File: src/hdl/counting_semaphore_wait_queue_unit_assert.svh
// Assertion macros for the counting semaphore wait queue unit.
`ifndef COUNTING_SEMAPHORE_WAIT_QUEUE_UNIT_ASSERT_SVH
`define COUNTING_SEMAPHORE_WAIT_QUEUE_UNIT_ASSERT_SVH
`ifndef SYNTHESIS
// A condition that holds at every clock edge out of reset.
`define CSWQ_ASSERT_HOLD(label, clk, rst, cond) \
   label: assert property (@(posedge clk) disable iff (rst) (cond)) \
      else $error("cswq assertion failed");
// A condition that implies another in the same cycle.
`define CSWQ_ASSERT_IMPL(label, clk, rst, ante, cons) \
   label: assert property (@(posedge clk) disable iff (rst) (ante) |-> (cons)) \
      else $error("cswq assertion failed");
// A condition that implies another in the next cycle.
`define CSWQ_ASSERT_NEXT(label, clk, rst, ante, cons) \
   label: assert property (@(posedge clk) disable iff (rst) (ante) |=> (cons)) \
      else $error("cswq assertion failed");
`else
`define CSWQ_ASSERT_HOLD(label, clk, rst, cond)
`define CSWQ_ASSERT_IMPL(label, clk, rst, ante, cons)
`define CSWQ_ASSERT_NEXT(label, clk, rst, ante, cons)
`endif
`endif

File: src/hdl/cswq_pkg.sv
// Shared constants and types of the counting semaphore wait queue unit.
package cswq_pkg;

   localparam int MODE_W   = 2;
   localparam int ID_W     = 4;
   localparam int STATUS_W = 2;
   localparam int DATA_W   = 16;
   localparam int CSR_IDX_W = 2;

   // Operation codes of an input beat.
   localparam logic [MODE_W-1:0] MODE_POST   = 2'd0;
   localparam logic [MODE_W-1:0] MODE_WAIT   = 2'd1;
   localparam logic [MODE_W-1:0] MODE_CANCEL = 2'd2;

   // Status codes of a result beat.
   localparam logic [STATUS_W-1:0] STATUS_OK       = 2'd0;
   localparam logic [STATUS_W-1:0] STATUS_QUEUED   = 2'd1;
   localparam logic [STATUS_W-1:0] STATUS_OVERFLOW = 2'd2;
   localparam logic [STATUS_W-1:0] STATUS_ALREADY  = 2'd3;

   // Configuration register indexes.
   localparam logic [CSR_IDX_W-1:0] CSR_MAX_COUNT     = 2'd0;
   localparam logic [CSR_IDX_W-1:0] CSR_INITIAL_COUNT = 2'd1;
   localparam logic [CSR_IDX_W-1:0] CSR_WAKE_EVENT    = 2'd2;

   // Sequencer states.
   typedef enum logic {
      ST_IDLE,
      ST_SCAN
   } state_type;

endpackage

File: src/hdl/cswq_if.sv
// Request and response channel interfaces of the counting semaphore wait queue unit.
interface cswq_req_if;
   logic                        valid;
   logic                        ready;
   logic [cswq_pkg::MODE_W-1:0] mode;
   logic [cswq_pkg::ID_W-1:0]   requester_id;

   modport source (output valid, mode, requester_id, input ready);
   modport sink (input valid, mode, requester_id, output ready);
endinterface

interface cswq_rsp_if;
   logic                          valid;
   logic                          ready;
   logic [cswq_pkg::STATUS_W-1:0] status;
   logic                          wake_valid;
   logic [cswq_pkg::ID_W-1:0]     wake_id;
   logic [cswq_pkg::DATA_W-1:0]   wake_code;
   logic [cswq_pkg::DATA_W-1:0]   count_now;

   modport source (output valid, status, wake_valid, wake_id, wake_code, count_now,
                   input ready);
   modport sink (input valid, status, wake_valid, wake_id, wake_code, count_now,
                 output ready);
endinterface

File: src/hdl/counting_semaphore_wait_queue_unit.sv
// Counting semaphore with a first-in first-out queue of waiting requesters.
//
// Usage: each request beat carries a mode (post, wait or cancel) and a
// requester id; every request beat produces exactly one response beat with
// the status, an optional wake of the oldest waiter and the count afterwards.
// Configuration is to be written by the user through the csr_ port only
// while the unit is idle; the unit does not enforce this. Writing the
// initial count reloads the count and empties the waiter queue.
// A wait, a post that finds no waiter, a cancel of a requester that is not
// queued and an unused mode load the response register straight from the
// request. A post that wakes a waiter, and a cancel of a queued requester,
// walk the queue memory through its single read port and close the gap
// through its single write port, one slot a cycle. The unit takes no new
// request until the current one has finished.
//
// Reset clears the count, the queue and the response register; max_count
// resets to 1 and the wake event to 0. The response register holds a result
// until it is taken; while it is stalled no new request is accepted.
`include "counting_semaphore_wait_queue_unit_assert.svh"

module counting_semaphore_wait_queue_unit #(
   parameter int NUM_REQUESTERS = 16,
   parameter int COUNT_WIDTH    = 16
) (
   input  logic                             clock,
   input  logic                             reset,
   cswq_req_if.sink                         req_chan,
   cswq_rsp_if.source                       rsp_chan,
   input  logic                             csr_we,
   input  logic [cswq_pkg::CSR_IDX_W-1:0]   csr_index,
   input  logic [cswq_pkg::DATA_W-1:0]      csr_data
);

   localparam int AW = $clog2(NUM_REQUESTERS);
   localparam int TW = $clog2(NUM_REQUESTERS + 1);

   // Configuration and semaphore state.
   logic [COUNT_WIDTH-1:0]     max_count_ff, max_count_in;
   logic [cswq_pkg::DATA_W-1:0] wake_event_ff, wake_event_in;
   logic [COUNT_WIDTH-1:0]     sem_count_ff, sem_count_in;
   logic [TW-1:0]              waiter_total_ff, waiter_total_in;
   logic [NUM_REQUESTERS-1:0]  queued_flags_ff, queued_flags_in;

   // Sequencer state.
   cswq_pkg::state_type        state_ff, state_in;
   logic [TW-1:0]              rd_ptr_ff, rd_ptr_in;
   logic                       pend_ff, pend_in;
   logic [AW-1:0]              pos_ff, pos_in;
   logic                       found_ff, found_in;
   logic                       op_post_ff, op_post_in;
   logic [cswq_pkg::ID_W-1:0]  target_ff, target_in;
   logic [cswq_pkg::ID_W-1:0]  rd_data_ff;

   // Response register.
   logic                          rsp_valid_ff, rsp_valid_in;
   logic [cswq_pkg::STATUS_W-1:0] rsp_status_ff, rsp_status_in;
   logic                          rsp_wake_valid_ff, rsp_wake_valid_in;
   logic [cswq_pkg::ID_W-1:0]     rsp_wake_id_ff, rsp_wake_id_in;
   logic [cswq_pkg::DATA_W-1:0]   rsp_wake_code_ff, rsp_wake_code_in;
   logic [cswq_pkg::DATA_W-1:0]   rsp_count_ff, rsp_count_in;

   // Queue memory of requester ids, oldest first.
   logic [cswq_pkg::ID_W-1:0]  slot_mem [NUM_REQUESTERS];

   logic                       req_ready;
   logic                       req_fire;
   logic                       rsp_free;
   logic                       id_in_range;
   logic                       flag_hit;
   logic                       scan_start;
   logic                       scan_end;
   logic                       match_now;
   logic                       mem_rd_en;
   logic                       mem_we;
   logic [AW-1:0]              mem_waddr;
   logic [cswq_pkg::ID_W-1:0]  mem_wdata;

   assign rsp_free    = !rsp_valid_ff || rsp_chan.ready;
   assign req_fire    = req_chan.valid && req_ready;
   assign id_in_range = int'(req_chan.requester_id) < NUM_REQUESTERS;
   assign scan_end    = (state_ff == cswq_pkg::ST_SCAN) && !pend_ff &&
                        (rd_ptr_ff >= waiter_total_ff);

   // The queued flag of the requesting id.
   always_comb begin
      flag_hit = 1'b0;
      for (int i = 0; i < NUM_REQUESTERS; i++) begin
         if (i == int'(req_chan.requester_id)) begin
            flag_hit = queued_flags_ff[i];
         end
      end
   end

   // A post with waiters, or a cancel of a queued requester, walks the queue.
   always_comb begin
      scan_start = 1'b0;
      case (req_chan.mode)
         cswq_pkg::MODE_POST: begin
            scan_start = (waiter_total_ff != '0);
         end
         cswq_pkg::MODE_CANCEL: begin
            scan_start = id_in_range && flag_hit;
         end
         default: begin
            scan_start = 1'b0;
         end
      endcase
   end

   // The slot under test is the one removed: the head on a post, the id on a cancel.
   assign match_now = pend_ff && !found_ff &&
                      (op_post_ff ? (pos_ff == '0) : (rd_data_ff == target_ff));

   // Next state.
   always_comb begin
      state_in = state_ff;
      case (state_ff)
         cswq_pkg::ST_IDLE: begin
            if (req_fire && scan_start) begin
               state_in = cswq_pkg::ST_SCAN;
            end
         end
         cswq_pkg::ST_SCAN: begin
            if (scan_end && rsp_free) begin
               state_in = cswq_pkg::ST_IDLE;
            end
         end
         default: begin
            state_in = cswq_pkg::ST_IDLE;
         end
      endcase
   end

   // Handshake and memory port controls.
   always_comb begin
      req_ready = 1'b0;
      mem_rd_en = 1'b0;
      mem_we    = 1'b0;
      mem_waddr = waiter_total_ff[AW-1:0];
      mem_wdata = req_chan.requester_id;
      case (state_ff)
         cswq_pkg::ST_IDLE: begin
            req_ready = rsp_free;
            // A wait that finds no unit appends its id at the tail.
            if (req_fire && (req_chan.mode == cswq_pkg::MODE_WAIT) && id_in_range &&
                !flag_hit && (sem_count_ff == '0) &&
                (int'(waiter_total_ff) < NUM_REQUESTERS)) begin
               mem_we = 1'b1;
            end
         end
         cswq_pkg::ST_SCAN: begin
            mem_rd_en = rd_ptr_ff < waiter_total_ff;
            // Behind the removed slot every id moves one place toward the head.
            if (pend_ff && found_ff) begin
               mem_we    = 1'b1;
               mem_waddr = pos_ff - AW'(1);
               mem_wdata = rd_data_ff;
            end
         end
         default: begin
            req_ready = 1'b0;
         end
      endcase
   end

   // Datapath next values.
   always_comb begin
      logic load_rsp;
      logic wake;
      logic [cswq_pkg::STATUS_W-1:0] status;

      load_rsp        = 1'b0;
      wake            = 1'b0;
      status          = cswq_pkg::STATUS_OK;
      max_count_in    = max_count_ff;
      wake_event_in   = wake_event_ff;
      sem_count_in    = sem_count_ff;
      waiter_total_in = waiter_total_ff;
      queued_flags_in = queued_flags_ff;
      rd_ptr_in       = rd_ptr_ff;
      pend_in         = pend_ff;
      pos_in          = pos_ff;
      found_in        = found_ff;
      op_post_in      = op_post_ff;
      target_in       = target_ff;

      // Configuration writes; an index beyond the list is ignored.
      if (csr_we) begin
         case (csr_index)
            cswq_pkg::CSR_MAX_COUNT: begin
               max_count_in = COUNT_WIDTH'(csr_data);
            end
            cswq_pkg::CSR_INITIAL_COUNT: begin
               sem_count_in    = COUNT_WIDTH'(csr_data);
               waiter_total_in = '0;
               queued_flags_in = '0;
            end
            cswq_pkg::CSR_WAKE_EVENT: begin
               wake_event_in = csr_data;
            end
            default: begin
               max_count_in = max_count_ff;
            end
         endcase
      end

      // A new request beat.
      if (req_fire) begin
         rd_ptr_in  = '0;
         pend_in    = 1'b0;
         found_in   = 1'b0;
         op_post_in = (req_chan.mode == cswq_pkg::MODE_POST);
         target_in  = req_chan.requester_id;
         case (req_chan.mode)
            cswq_pkg::MODE_POST: begin
               if (waiter_total_ff == '0) begin
                  load_rsp = 1'b1;
                  if (sem_count_ff < max_count_ff) begin
                     sem_count_in = sem_count_ff + COUNT_WIDTH'(1);
                  end else begin
                     status = cswq_pkg::STATUS_OVERFLOW;
                  end
               end
            end
            cswq_pkg::MODE_WAIT: begin
               load_rsp = 1'b1;
               if (!id_in_range || flag_hit) begin
                  status = cswq_pkg::STATUS_ALREADY;
               end else if (sem_count_ff != '0) begin
                  sem_count_in = sem_count_ff - COUNT_WIDTH'(1);
               end else if (int'(waiter_total_ff) < NUM_REQUESTERS) begin
                  waiter_total_in = waiter_total_ff + TW'(1);
                  status          = cswq_pkg::STATUS_QUEUED;
                  for (int i = 0; i < NUM_REQUESTERS; i++) begin
                     if (i == int'(req_chan.requester_id)) begin
                        queued_flags_in[i] = 1'b1;
                     end
                  end
               end
            end
            cswq_pkg::MODE_CANCEL: begin
               load_rsp = !(id_in_range && flag_hit);
            end
            default: begin
               load_rsp = 1'b1;
            end
         endcase
      end

      // Queue walk: one read issued and one slot checked or moved per cycle.
      if (state_ff == cswq_pkg::ST_SCAN) begin
         pend_in = mem_rd_en;
         if (mem_rd_en) begin
            rd_ptr_in = rd_ptr_ff + TW'(1);
            pos_in    = rd_ptr_ff[AW-1:0];
         end
         if (match_now) begin
            found_in = 1'b1;
            if (op_post_ff) begin
               target_in = rd_data_ff;
            end
         end
         if (scan_end && rsp_free) begin
            load_rsp        = 1'b1;
            wake            = op_post_ff;
            waiter_total_in = waiter_total_ff - TW'(1);
            for (int i = 0; i < NUM_REQUESTERS; i++) begin
               if (i == int'(target_ff)) begin
                  queued_flags_in[i] = 1'b0;
               end
            end
         end
      end

      // Response register.
      rsp_valid_in      = rsp_valid_ff && !rsp_chan.ready;
      rsp_status_in     = rsp_status_ff;
      rsp_wake_valid_in = rsp_wake_valid_ff;
      rsp_wake_id_in    = rsp_wake_id_ff;
      rsp_wake_code_in  = rsp_wake_code_ff;
      rsp_count_in      = rsp_count_ff;
      if (load_rsp) begin
         rsp_valid_in      = 1'b1;
         rsp_status_in     = status;
         rsp_wake_valid_in = wake;
         rsp_wake_id_in    = wake ? target_ff : '0;
         rsp_wake_code_in  = wake ? wake_event_ff : '0;
         rsp_count_in      = cswq_pkg::DATA_W'(sem_count_in);
      end
   end

   // Control registers.
   always_ff @(posedge clock) begin
      if (reset) begin
         state_ff        <= cswq_pkg::ST_IDLE;
         max_count_ff    <= COUNT_WIDTH'(1);
         wake_event_ff   <= '0;
         sem_count_ff    <= '0;
         waiter_total_ff <= '0;
         queued_flags_ff <= '0;
         pend_ff         <= 1'b0;
         found_ff        <= 1'b0;
         rsp_valid_ff    <= 1'b0;
      end else begin
         state_ff        <= state_in;
         max_count_ff    <= max_count_in;
         wake_event_ff   <= wake_event_in;
         sem_count_ff    <= sem_count_in;
         waiter_total_ff <= waiter_total_in;
         queued_flags_ff <= queued_flags_in;
         pend_ff         <= pend_in;
         found_ff        <= found_in;
         rsp_valid_ff    <= rsp_valid_in;
      end
   end

   // Payload registers.
   always_ff @(posedge clock) begin
      rd_ptr_ff         <= rd_ptr_in;
      pos_ff            <= pos_in;
      op_post_ff        <= op_post_in;
      target_ff         <= target_in;
      rsp_status_ff     <= rsp_status_in;
      rsp_wake_valid_ff <= rsp_wake_valid_in;
      rsp_wake_id_ff    <= rsp_wake_id_in;
      rsp_wake_code_ff  <= rsp_wake_code_in;
      rsp_count_ff      <= rsp_count_in;
   end

   // Queue memory with one write port and one registered read port.
   always_ff @(posedge clock) begin
      if (mem_we) begin
         slot_mem[mem_waddr] <= mem_wdata;
      end
   end

   always_ff @(posedge clock) begin
      if (mem_rd_en) begin
         rd_data_ff <= slot_mem[rd_ptr_ff[AW-1:0]];
      end
   end

   assign req_chan.ready      = req_ready;
   assign rsp_chan.valid      = rsp_valid_ff;
   assign rsp_chan.status     = rsp_status_ff;
   assign rsp_chan.wake_valid = rsp_wake_valid_ff;
   assign rsp_chan.wake_id    = rsp_wake_id_ff;
   assign rsp_chan.wake_code  = rsp_wake_code_ff;
   assign rsp_chan.count_now  = rsp_count_ff;

   // The number of set queued flags equals the waiter count.
   `CSWQ_ASSERT_HOLD(a_total_matches_flags, clock, reset,
      $countones(queued_flags_ff) == int'(waiter_total_ff))
   // No request is taken while the queue is being walked.
   `CSWQ_ASSERT_IMPL(a_no_accept_in_scan, clock, reset,
      state_ff == cswq_pkg::ST_SCAN, !req_ready)
   // A wake only comes with a successful post.
   `CSWQ_ASSERT_IMPL(a_wake_is_ok, clock, reset,
      rsp_valid_ff && rsp_wake_valid_ff, rsp_status_ff == cswq_pkg::STATUS_OK)
   // A granted wait takes exactly one unit.
   `CSWQ_ASSERT_NEXT(a_wait_takes_unit, clock, reset,
      req_fire && (req_chan.mode == cswq_pkg::MODE_WAIT) && id_in_range && !flag_hit &&
         (sem_count_ff != '0) && !csr_we,
      sem_count_ff == $past(sem_count_ff) - COUNT_WIDTH'(1))

endmodule
File: src/flat_wrapper.sv
// flat-port wrapper written by rule: the top's interface ports become plain ports
module counting_semaphore_wait_queue_unit_flat 
#(
   parameter int NUM_REQUESTERS = 16,
   parameter int COUNT_WIDTH    = 16
)
  (clock, reset, csr_we, csr_index, csr_data, req_chan_valid, req_chan_mode, req_chan_requester_id, req_chan_ready, rsp_chan_valid, rsp_chan_status, rsp_chan_wake_valid, rsp_chan_wake_id, rsp_chan_wake_code, rsp_chan_count_now, rsp_chan_ready);
  cswq_req_if req_chan_i ();
  cswq_rsp_if rsp_chan_i ();
  input  logic clock;
  input  logic reset;
  input  logic csr_we;
  input  logic [cswq_pkg::CSR_IDX_W-1:0] csr_index;
  input  logic [cswq_pkg::DATA_W-1:0] csr_data;
  input wire logic [$bits(req_chan_i.valid)-1:0] req_chan_valid;
  input wire logic [$bits(req_chan_i.mode)-1:0] req_chan_mode;
  input wire logic [$bits(req_chan_i.requester_id)-1:0] req_chan_requester_id;
  output wire logic [$bits(req_chan_i.ready)-1:0] req_chan_ready;
  output wire logic [$bits(rsp_chan_i.valid)-1:0] rsp_chan_valid;
  output wire logic [$bits(rsp_chan_i.status)-1:0] rsp_chan_status;
  output wire logic [$bits(rsp_chan_i.wake_valid)-1:0] rsp_chan_wake_valid;
  output wire logic [$bits(rsp_chan_i.wake_id)-1:0] rsp_chan_wake_id;
  output wire logic [$bits(rsp_chan_i.wake_code)-1:0] rsp_chan_wake_code;
  output wire logic [$bits(rsp_chan_i.count_now)-1:0] rsp_chan_count_now;
  input wire logic [$bits(rsp_chan_i.ready)-1:0] rsp_chan_ready;
  assign req_chan_i.valid = req_chan_valid;
  assign req_chan_i.mode = req_chan_mode;
  assign req_chan_i.requester_id = req_chan_requester_id;
  assign req_chan_ready = req_chan_i.ready;
  assign rsp_chan_valid = rsp_chan_i.valid;
  assign rsp_chan_status = rsp_chan_i.status;
  assign rsp_chan_wake_valid = rsp_chan_i.wake_valid;
  assign rsp_chan_wake_id = rsp_chan_i.wake_id;
  assign rsp_chan_wake_code = rsp_chan_i.wake_code;
  assign rsp_chan_count_now = rsp_chan_i.count_now;
  assign rsp_chan_i.ready = rsp_chan_ready;
  counting_semaphore_wait_queue_unit #(.NUM_REQUESTERS(NUM_REQUESTERS), .COUNT_WIDTH(COUNT_WIDTH)) u_core (.clock(clock), .reset(reset), .req_chan(req_chan_i), .rsp_chan(rsp_chan_i), .csr_we(csr_we), .csr_index(csr_index), .csr_data(csr_data));
endmodule
File: config.mk
export PLATFORM = sky130hd
export DESIGN_NAME = counting_semaphore_wait_queue_unit_flat
export DESIGN_NICKNAME = d
export VERILOG_FILES = /design/src/hdl/cswq_pkg.sv /design/src/hdl/cswq_if.sv /design/src/hdl/counting_semaphore_wait_queue_unit.sv /design/src/flat_wrapper.sv
export VERILOG_INCLUDE_DIRS = /design/src /design/src/hdl
export SDC_FILE = /design/constraint.sdc
export NUM_CORES = 1
export LEC_CHECK = 0
export BUFFER_PORTS_ARGS = -buffer_cell sky130_fd_sc_hd__buf_2
export CAP_MARGIN = 25
export CORE_MARGIN = 2
export CORE_UTILIZATION = 23
export DETAILED_ROUTE_END_ITERATION = 6
export SYNTH_ARGS = -nofsm -noshare
export SYNTH_HDL_FRONTEND = slang
export SYNTH_SLANG_ARGS = --single-unit
File: constraint.sdc
create_clock -name clock -period 11.89 [get_ports clock]
set_input_delay 1.189 -clock clock [delete_from_list [all_inputs] [get_ports clock]]
set_output_delay 1.189 -clock clock [all_outputs]
set_load 0.02 [all_outputs]
* After elaboration in Yosys (flattened, before gate mapping)
Memories as Yosys holds them, arrays and structs flattened. A register that Yosys moved wholly into a read port is not among the register bits. Index checks and enable logic that the tools add are counted.
Storage, ports and cells: flip-flop bits (word level) 126, memory bits (writable) 64, input port bits 29, output and inout bits 41, logic and storage cells 213, memories kept 1
Cells by class: $add $sub $neg 6, magnitude comparators 4, equality and inequality tests 35, multiplexer cells 116, bitwise operators 1, reductions and logical operators 32
Memories:
- u_core.slot_mem | words 16, width 4, read ports 1, clocked after Yosys merged registers in 1, write ports 1, line counting_semaphore_wait_queue_unit.sv:63 | logic [cswq_pkg::ID_W-1:0] slot_mem [NUM_REQUESTERS];
Operator list (count):
- $mux 16 | 16
- $mux 1 | 70
- $eq 4x4->1 const A | 16
- $mux 5 | 12
- $eq 3x4->1 const A | 8
- $mux 4 | 8
- $pmux 16 s2 | 1
- $add 16x1->16 const B | 1
- $eq 2x4->1 const A | 4
- $logic_not 16->1 | 1
- $lt 16x16->1 | 1
- $reduce_bool 16->1 | 1
- $sub 16x1->16 const B | 1
- $logic_and 1x1->1 | 13
- $logic_not 4->1 | 3
- $add 5x1->5 const B | 2
- $eq 1x4->1 const A | 2
- $mux 2 | 4
- $pmux 1 s2 | 4
- $reduce_and 2->1 | 3
- $ge 5x5->1 | 1
- $logic_not 1->1 | 5
- $logic_not 5->1 | 1
- $lt 5x5->1 | 1
- other kinds (12) | 15

* Logic depth before layout (Yosys ltp)
Gate-level depths: netlist of run 1.
depth in word-level cells 25, depth in mapped cells 11, mapped depth without buffers 9

* Worst setup path after synthesis of run 1
Ideal clock, no wire load.
kind input -> register, start input req_chan_requester_id[3], end register u_core.rsp_count_ff, in the netlist u_core.rsp_chan.count_now[0] (enable), arrival time 5366 ps, slack 6032 ps, stages 7, cell sequence clkbuf_1 -> and2_1 -> or3b_2 -> nand3_1 -> o21a_1 -> a21oi_1 -> o21ai_0
Between the ends: word-level cells in the longest chain between the ends 22, elaborated cells between the ends (all ways) 37, those cells by class eq/ne: 15; mux: 20; reduce/logical: 2
RTL lines:
- from (decl) | line flat_wrapper.sv:17 | input wire logic [$bits(req_chan_i.requester_id)-1:0] req_chan_requester_id;
- $logic_not 4->1 | line counting_semaphore_wait_queue_unit.sv:88 | if (i == int'(req_chan.requester_id)) begin
- $mux 1 (15 in series) | line counting_semaphore_wait_queue_unit.sv:88
- $mux 1 * | line counting_semaphore_wait_queue_unit.sv:88
- $logic_not 1->1 * | line counting_semaphore_wait_queue_unit.sv:242 | load_rsp = !(id_in_range && flag_hit);
- $pmux 1 s2 * | line counting_semaphore_wait_queue_unit.sv:214 | case (req_chan.mode)
- $mux 1 * | line counting_semaphore_wait_queue_unit.sv:208 | if (req_fire) begin
- $mux 1 | line counting_semaphore_wait_queue_unit.sv:263 | if (scan_end && rsp_free) begin
- $mux 1 * | line counting_semaphore_wait_queue_unit.sv:251 | if (state_ff == cswq_pkg::ST_SCAN) begin
- to (signal assigned) | line counting_semaphore_wait_queue_unit.sv:327 | rsp_count_ff <= rsp_count_in;
- to (decl) | line counting_semaphore_wait_queue_unit.sv:60 | logic [cswq_pkg::DATA_W-1:0] rsp_count_ff, rsp_count_in;
Mark *: on every way between the ends. The rest lies on a longest branch, timed or not. A chain may end at the register's enable or synchronous reset.

* Worst setup path in the final report of run 1
start input req_chan_requester_id[0], end register u_core.rsp_count_ff, in the netlist u_core.rsp_chan.count_now[5] (enable)
Same word-level chain as after synthesis.

==> metrics.txt, run 1 <==
run status=complete, no violations; wire per inst=17.7 um; post-synthesis net count=slightly above 1000; DRC=0; Initial DRC Count=a little over 700; Critical-path top delay cell=o21a_1; CP peak stage delay=0.65 ns; first-pass GRT wire length=roughly 42000 um; IO Port Bufs=69; ys flop type=edfxtp_1; I/O pin total=70; area fraction of the dominant cell type after synthesis=0.340; Post-Syn Instances=966; die area=44600 um2; maximum vdd drop=0.102 mV; worst clock skew=0.0164 ns; Non-Filler Instances=1551; layout cells sized above 1=0.150; Worst setup EP type=flip-flop; fin. max-slew vios=0; DP Cell Count=around 1500; RD Place Congestion=around 0.85; worst slack at placement=around 7.5 ns; RSZ-0062 raised after global routing=no; Async S/R FF share, synth=0; syn_area_per_cell=10.2 um2; setup violators final=0; largest area contributor in the netlist=edfxtp_1; clock tree sinks=194; die extent in y=211 um; buffers and inverters on the worst path=2; GRT overflow=0; Setup TNS=0 ns; crit start category=input port; CTS tree=yes; crit-path cells=buf_2 -> mux2i_1 -> o21ai_0 -> a211oi_1 -> o21a_1 -> a21oi_1 -> o21ai_4 -> buf_4; Area contributors post-synth=edfxtp_1 34%, dfxtp_1 17%, nand2_1 5.1%; CP required=between 10 and 15 ns; synth unique cells=63; Peak Freq=0.249 GHz; CTS resizes=0; clock slew seen by the registers of the worst setup and hold paths=approximately 0.070 ns; register area share after synthesis=0.507; Core Box Area=approximately 42000 um2; Synth Cell Area=approximately 9900 um2; LEAKAGE=4.01 nW; Root Buffer=clkbuf_16; hpwl dp=19100 um; Initial Util=0.234; vias in the first global route=just over 7000; DR pass1 iterations=6; Pwr Density=172 nW/um2; EDFF count, synth=112; routed vias=7615; CTS buffer count=17; Post-DP Area=between 10000 and 15000 um2; Routed Antenna Nets=0; YS warnings=0; Layout Nets=around 1100; initial antenna violation count=1; #FFs+latches synth=194; Layout area overhead=15.0%; min cycle time layout=4.02 ns; Post-CTS Setup Inserts=0; crit-path max FO=30; Vias/cell=4.91; largest net degree at the start of global routing=76; Slew @ Worst Pin=~0.91 ns; htree depth=4; Ant. Diodes=0; Crit path max-delay family=compound AO/OA/AOI/OAI gates; hold crit path type=flip-flop to flip-flop; hold bufs inserted after CTS=0; final setup margin=7.87 ns; Crit Path Category=input port to flip-flop; number of cell rows=75; headroom to the max-slew limit=0.394; max-capacitance violation count=0; Clock Path Buffers=2; final hold violations=0; period utilization=0.338; Finished Cell Area=11400 um2; Die W=211 um; Worst-Skew Late Latency=about 0.45 ns; gr usage total=0.123; final wirelength=27400 um; crit path DAT=4.11 ns
==> area by class of cell <==
cell class,instances,area (um2)
well taps,539,674
clock buffers,17,425
clock inverters,15,193
repair buffers,81,449
fillers,4373,30800
flip-flops and latches,194,5000
multi-input cells,672,4490
inverters,33,124
==> cell usage in the layout, fill, tap and decap left out, types with 9 or more instances in the layout <==
cell type	count
a211oi_1	23
a21oi_1	70
a22oi_1	22
a31oi_1	14
and2_1	15
and3_1	22
buf_2	69
buf_4	9
clkbuf_16	17
dfxtp_1	82
edfxtp_1	112
ha_1	28
inv_1	32
mux2i_1	33
mux4_2	20
nand2_1	135
nand3_1	29
nand4_1	13
nor2_1	49
nor2b_1	13
nor3_1	26
nor4_1	11
o21ai_0	38
xnor2_1	19
xor2_1	14
==> metrics by stage <==
| step | total power, W | hold slack [ns] | utilization |
|---|---|---|---|
| detailed placement | 0.00135 | 0.446 | 0.254 |
| global route | 0.00205 | 0.476 | 0.270 |
| floorplan | 0.00121 | 0.432 | - |
| finish | 0.00195 | 0.453 | 0.270 |
| global placement | 0.00135 | 0.441 | 0.254 |
| CTS | 0.00196 | 0.456 | 0.269 |
==> Yosys cell counts, types with 3 or more instances <==
library cell and count:
nand2_1 135, edfxtp_1 112, dfxtp_1 82, a21oi_1 70
clkbuf_1 55, nor2_1 49, o21ai_0 40, mux2i_1 33
inv_1 32, nand3_1 29, ha_1 28, nor3_1 26
a211oi_1 24, a22oi_1 22, and3_1 22, mux4_2 20
xnor2_1 19, and2_1 15, a31oi_1 14, xor2_1 14
nand4_1 13, nor2b_1 13, nor4_1 11, buf_1 6
nand2b_1 6, or3_1 6, o31ai_1 5, a21o_1 3
a311oi_1 3, buf_2 3, buf_6 3, nand3b_1 3
o21a_1 3, or2_2 3, or3b_2 3
==> worst paths after layout <==
check	end	from	slack (ns)	cells past startpoint
setup reg to reg	u_core.slot_mem[12][1]	u_core.sem_count_ff[9]	8.41	7
setup / recovery	u_core.rsp_chan.count_now[5]	req_chan_requester_id[0]	7.87	8
hold / removal	u_core.wake_event_ff[11]	u_core.wake_event_ff[11]	0.45	2
hold reg to reg	u_core.wake_event_ff[11]	u_core.wake_event_ff[11]	0.45	2
==> routing by layer <==
metal / share of wire / vias to the layer above / routed length [um] / GRT usage
met1: 0.44 / 3707 / 12100 / 0.162
li1: - / 3611 / - / -
met3: 0.070 / 18 / 1910 / 0.0275
met5: 0.00058 / - / 16 / 0
met4: 0.013 / 2 / 354 / 0.0325
met2: 0.48 / 277 / 13100 / 0.201
==> power breakdown <==
group / total [W] / leakage, nW / internal, W / switching [W]
registers: 0.000823 / 1.71 / 0.000768 / 0.0000551
logic: 0.000522 / 2.00 / 0.000195 / 0.000327
clock network: 0.000607 / 0.301 / 0.000322 / 0.000285
==> registers in the layout, summed over array words and instances, names as in the netlist, 2 cells and up <==
register	count
u_core.waiter_total_ff	5
u_core.rsp_chan.count_now	16
u_core.queued_flags_ff	16
u_core.wake_event_ff	16
u_core.rd_ptr_ff	5
u_core.max_count_ff	16
u_core.rsp_chan.wake_id	4
u_core.pos_ff	4
u_core.rsp_chan.status	2
u_core.sem_count_ff	16
u_core.rsp_chan.wake_code	16
u_core.rd_data_ff	4
u_core.slot_mem	64
u_core.target_ff	4
==> logic make-up (layout without fill, tap and decap cells) <==
logic type | count (synthesis) | in the layout | synth area share
simple gates | 350 | 350 | 0.177
compound gates | 208 | 208 | 0.132
flops | 194 | 194 | 0.507
buf+inv | 100 | 146 | 0.0407
mux | 53 | 53 | 0.0790
xor+xnor | 33 | 33 | 0.0293
fa+ha+maj | 28 | 28 | 0.0355
==> worst reg2reg max path: cells and delay by family, from the launching register on <==
family / cells / cell delay (ns)
AOI/OAI and AO/OA: 2 / 0.65
DFF: 1 / 0.42
and+or+nand+nor: 5 / 2.07
(Power assumes the default switching activity.)
==> run 2, diff against run 1 <==
==> constraint.sdc (replaced) <==
create_clock -name clock -period 3.3 [get_ports clock]
set_input_delay 0.33 -clock clock [delete_from_list [all_inputs] [get_ports clock]]
set_output_delay 0.33 -clock clock [all_outputs]
set_load 0.02 [all_outputs]
==> metrics.txt, run 2 (synthesis gave the netlist of run 1 again) <==
max-capacitance violation count=0; Hold Slack=0.156 ns; setup violators final=0; Setup TNS=0 ns; worst clock skew=0.0184 ns; Worst setup EP type=flip-flop; final hold violations=0; Slew @ Worst Pin=0.805 ns; initial antenna violation count=1; period utilization=0.939; LEAKAGE=a little over 4 nW; maximum vdd drop=0.332 mV; crit path DAT=3.29 ns; htree depth=4; number of cell rows=75; vias in the first global route=between 7000 and 8000; RSZ-0062 raised after global routing=no; RD Place Congestion=0.867; final wirelength=28000 um; largest net degree at the start of global routing=42; GRT overflow=0; CP required=3.49 ns; clock slew seen by the registers of the worst setup and hold paths=0.07 ns; DR pass1 iterations=5; Non-Filler Instances=~1600; hpwl dp=~20000 um; Initial DRC Count=749; Peak Freq=0.323 GHz; CTS resizes=0; Die W=211 um; crit start category=flip-flop; commonest non-fill, non-tap cell in the layout=nand2_1; run status=complete, no violations; DRC=0; layout cells sized above 1=0.168; fin. max-slew vios=0; Vias/cell=4.93; most frequent cells in the layout=135 x nand2_1, 112 x edfxtp_1, 82 x dfxtp_1, 70 x a21oi_1, 69 x buf_2; Core Box Area=42100 um2; largest register by flop count=u_core.slot_mem; first-pass GRT wire length=43400 um; max reg flops=64; Post-CTS Setup Inserts=0; gr usage total=0.127; Pwr Density=616 nW/um2; hold bufs inserted after CTS=0; Clock Path Buffers=2; wire per inst=17.8 um; Routed Antenna Nets=0; routed vias=7759; IO Port Bufs=about 70; Layout area overhead=16.7%; Worst-Skew Late Latency=~0.45 ns; crit-path max FO=17; headroom to the max-slew limit=0.464; Crit Path Category=flip-flop to flip-flop; CTS buffer count=17; clock tree sinks=194; Ant. Diodes=0; Root Buffer=clkbuf_16; filler instances=around 4400; DP Cell Count=1543; min cycle time layout=~3.1 ns; CTS tree=yes; die extent in y=211 um; Tot Pwr=0.00710 W; Layout Nets=1080; Multi-input gate area=approximately 4500 um2; Seq. cell area=5000 um2; hold crit path type=input port to flip-flop; utilization after layout=0.274; die area=~45000 um2; I/O pin total=70; Initial Util=0.234
[run 2: cell type report]
cell class	count	area share
clock inverters	12	0.0126
well taps	539	0.0585
clock buffers	20	0.0397
multi-input cells	672	0.390
inverters	33	0.0107
flip-flops and latches	194	0.434
repair buffers	105	0.0545
[run 2: power breakdown]
part / total, W / switching [W] / internal (W)
Combinational: 0.00202 / 0.00125 / 0.000766
Clock: 0.00216 / 0.000981 / 0.00118
Sequential: 0.00292 / 0.000156 / 0.00277
Total: 0.00710 / 0.00239 / 0.00471
[run 2: layer usage]
layer  global-route usage  up-vias  routed length [um]
li1                     -     3664                   -
met1                0.166     3788               12300
met2                0.213      281               13500
met3               0.0280       24                1800
met4               0.0325        2                 357
met5                    0        -                  13
[run 2: through the flow]
stage / instance area [um2] / setup slack (ns)
after floorplan: 9880 / 0.126
after global placement: 10900 / 0.299
final: 11500 / 0.200
after global routing: 11500 / 0.0232
after CTS: 11500 / 0.233
after detailed placement: 10900 / 0.245
[run 2: path summary, 6_finish.rpt]
path                      startpoint                      endpoint  slack, ns  depth (start not counted)
min reg2reg  u_core.wake_event_ff[6]       u_core.wake_event_ff[6]       0.45                          2
min                      csr_data[2]        u_core.max_count_ff[2]       0.16                          3
max           u_core.sem_count_ff[6]  u_core.rsp_chan.count_now[4]       0.20                          7
max reg2reg   u_core.sem_count_ff[6]  u_core.rsp_chan.count_now[4]       0.20                          7
[run 2: critical path, stage by stage, from the launching register on]
cell and delay [ns]:
dfxtp_1 0.56, ha_1 0.24, o21ai_0 0.13, a2111oi_0 0.55, a21bo_2 0.62, mux2i_1 0.14
and2_1 0.19, a211oi_1 0.42
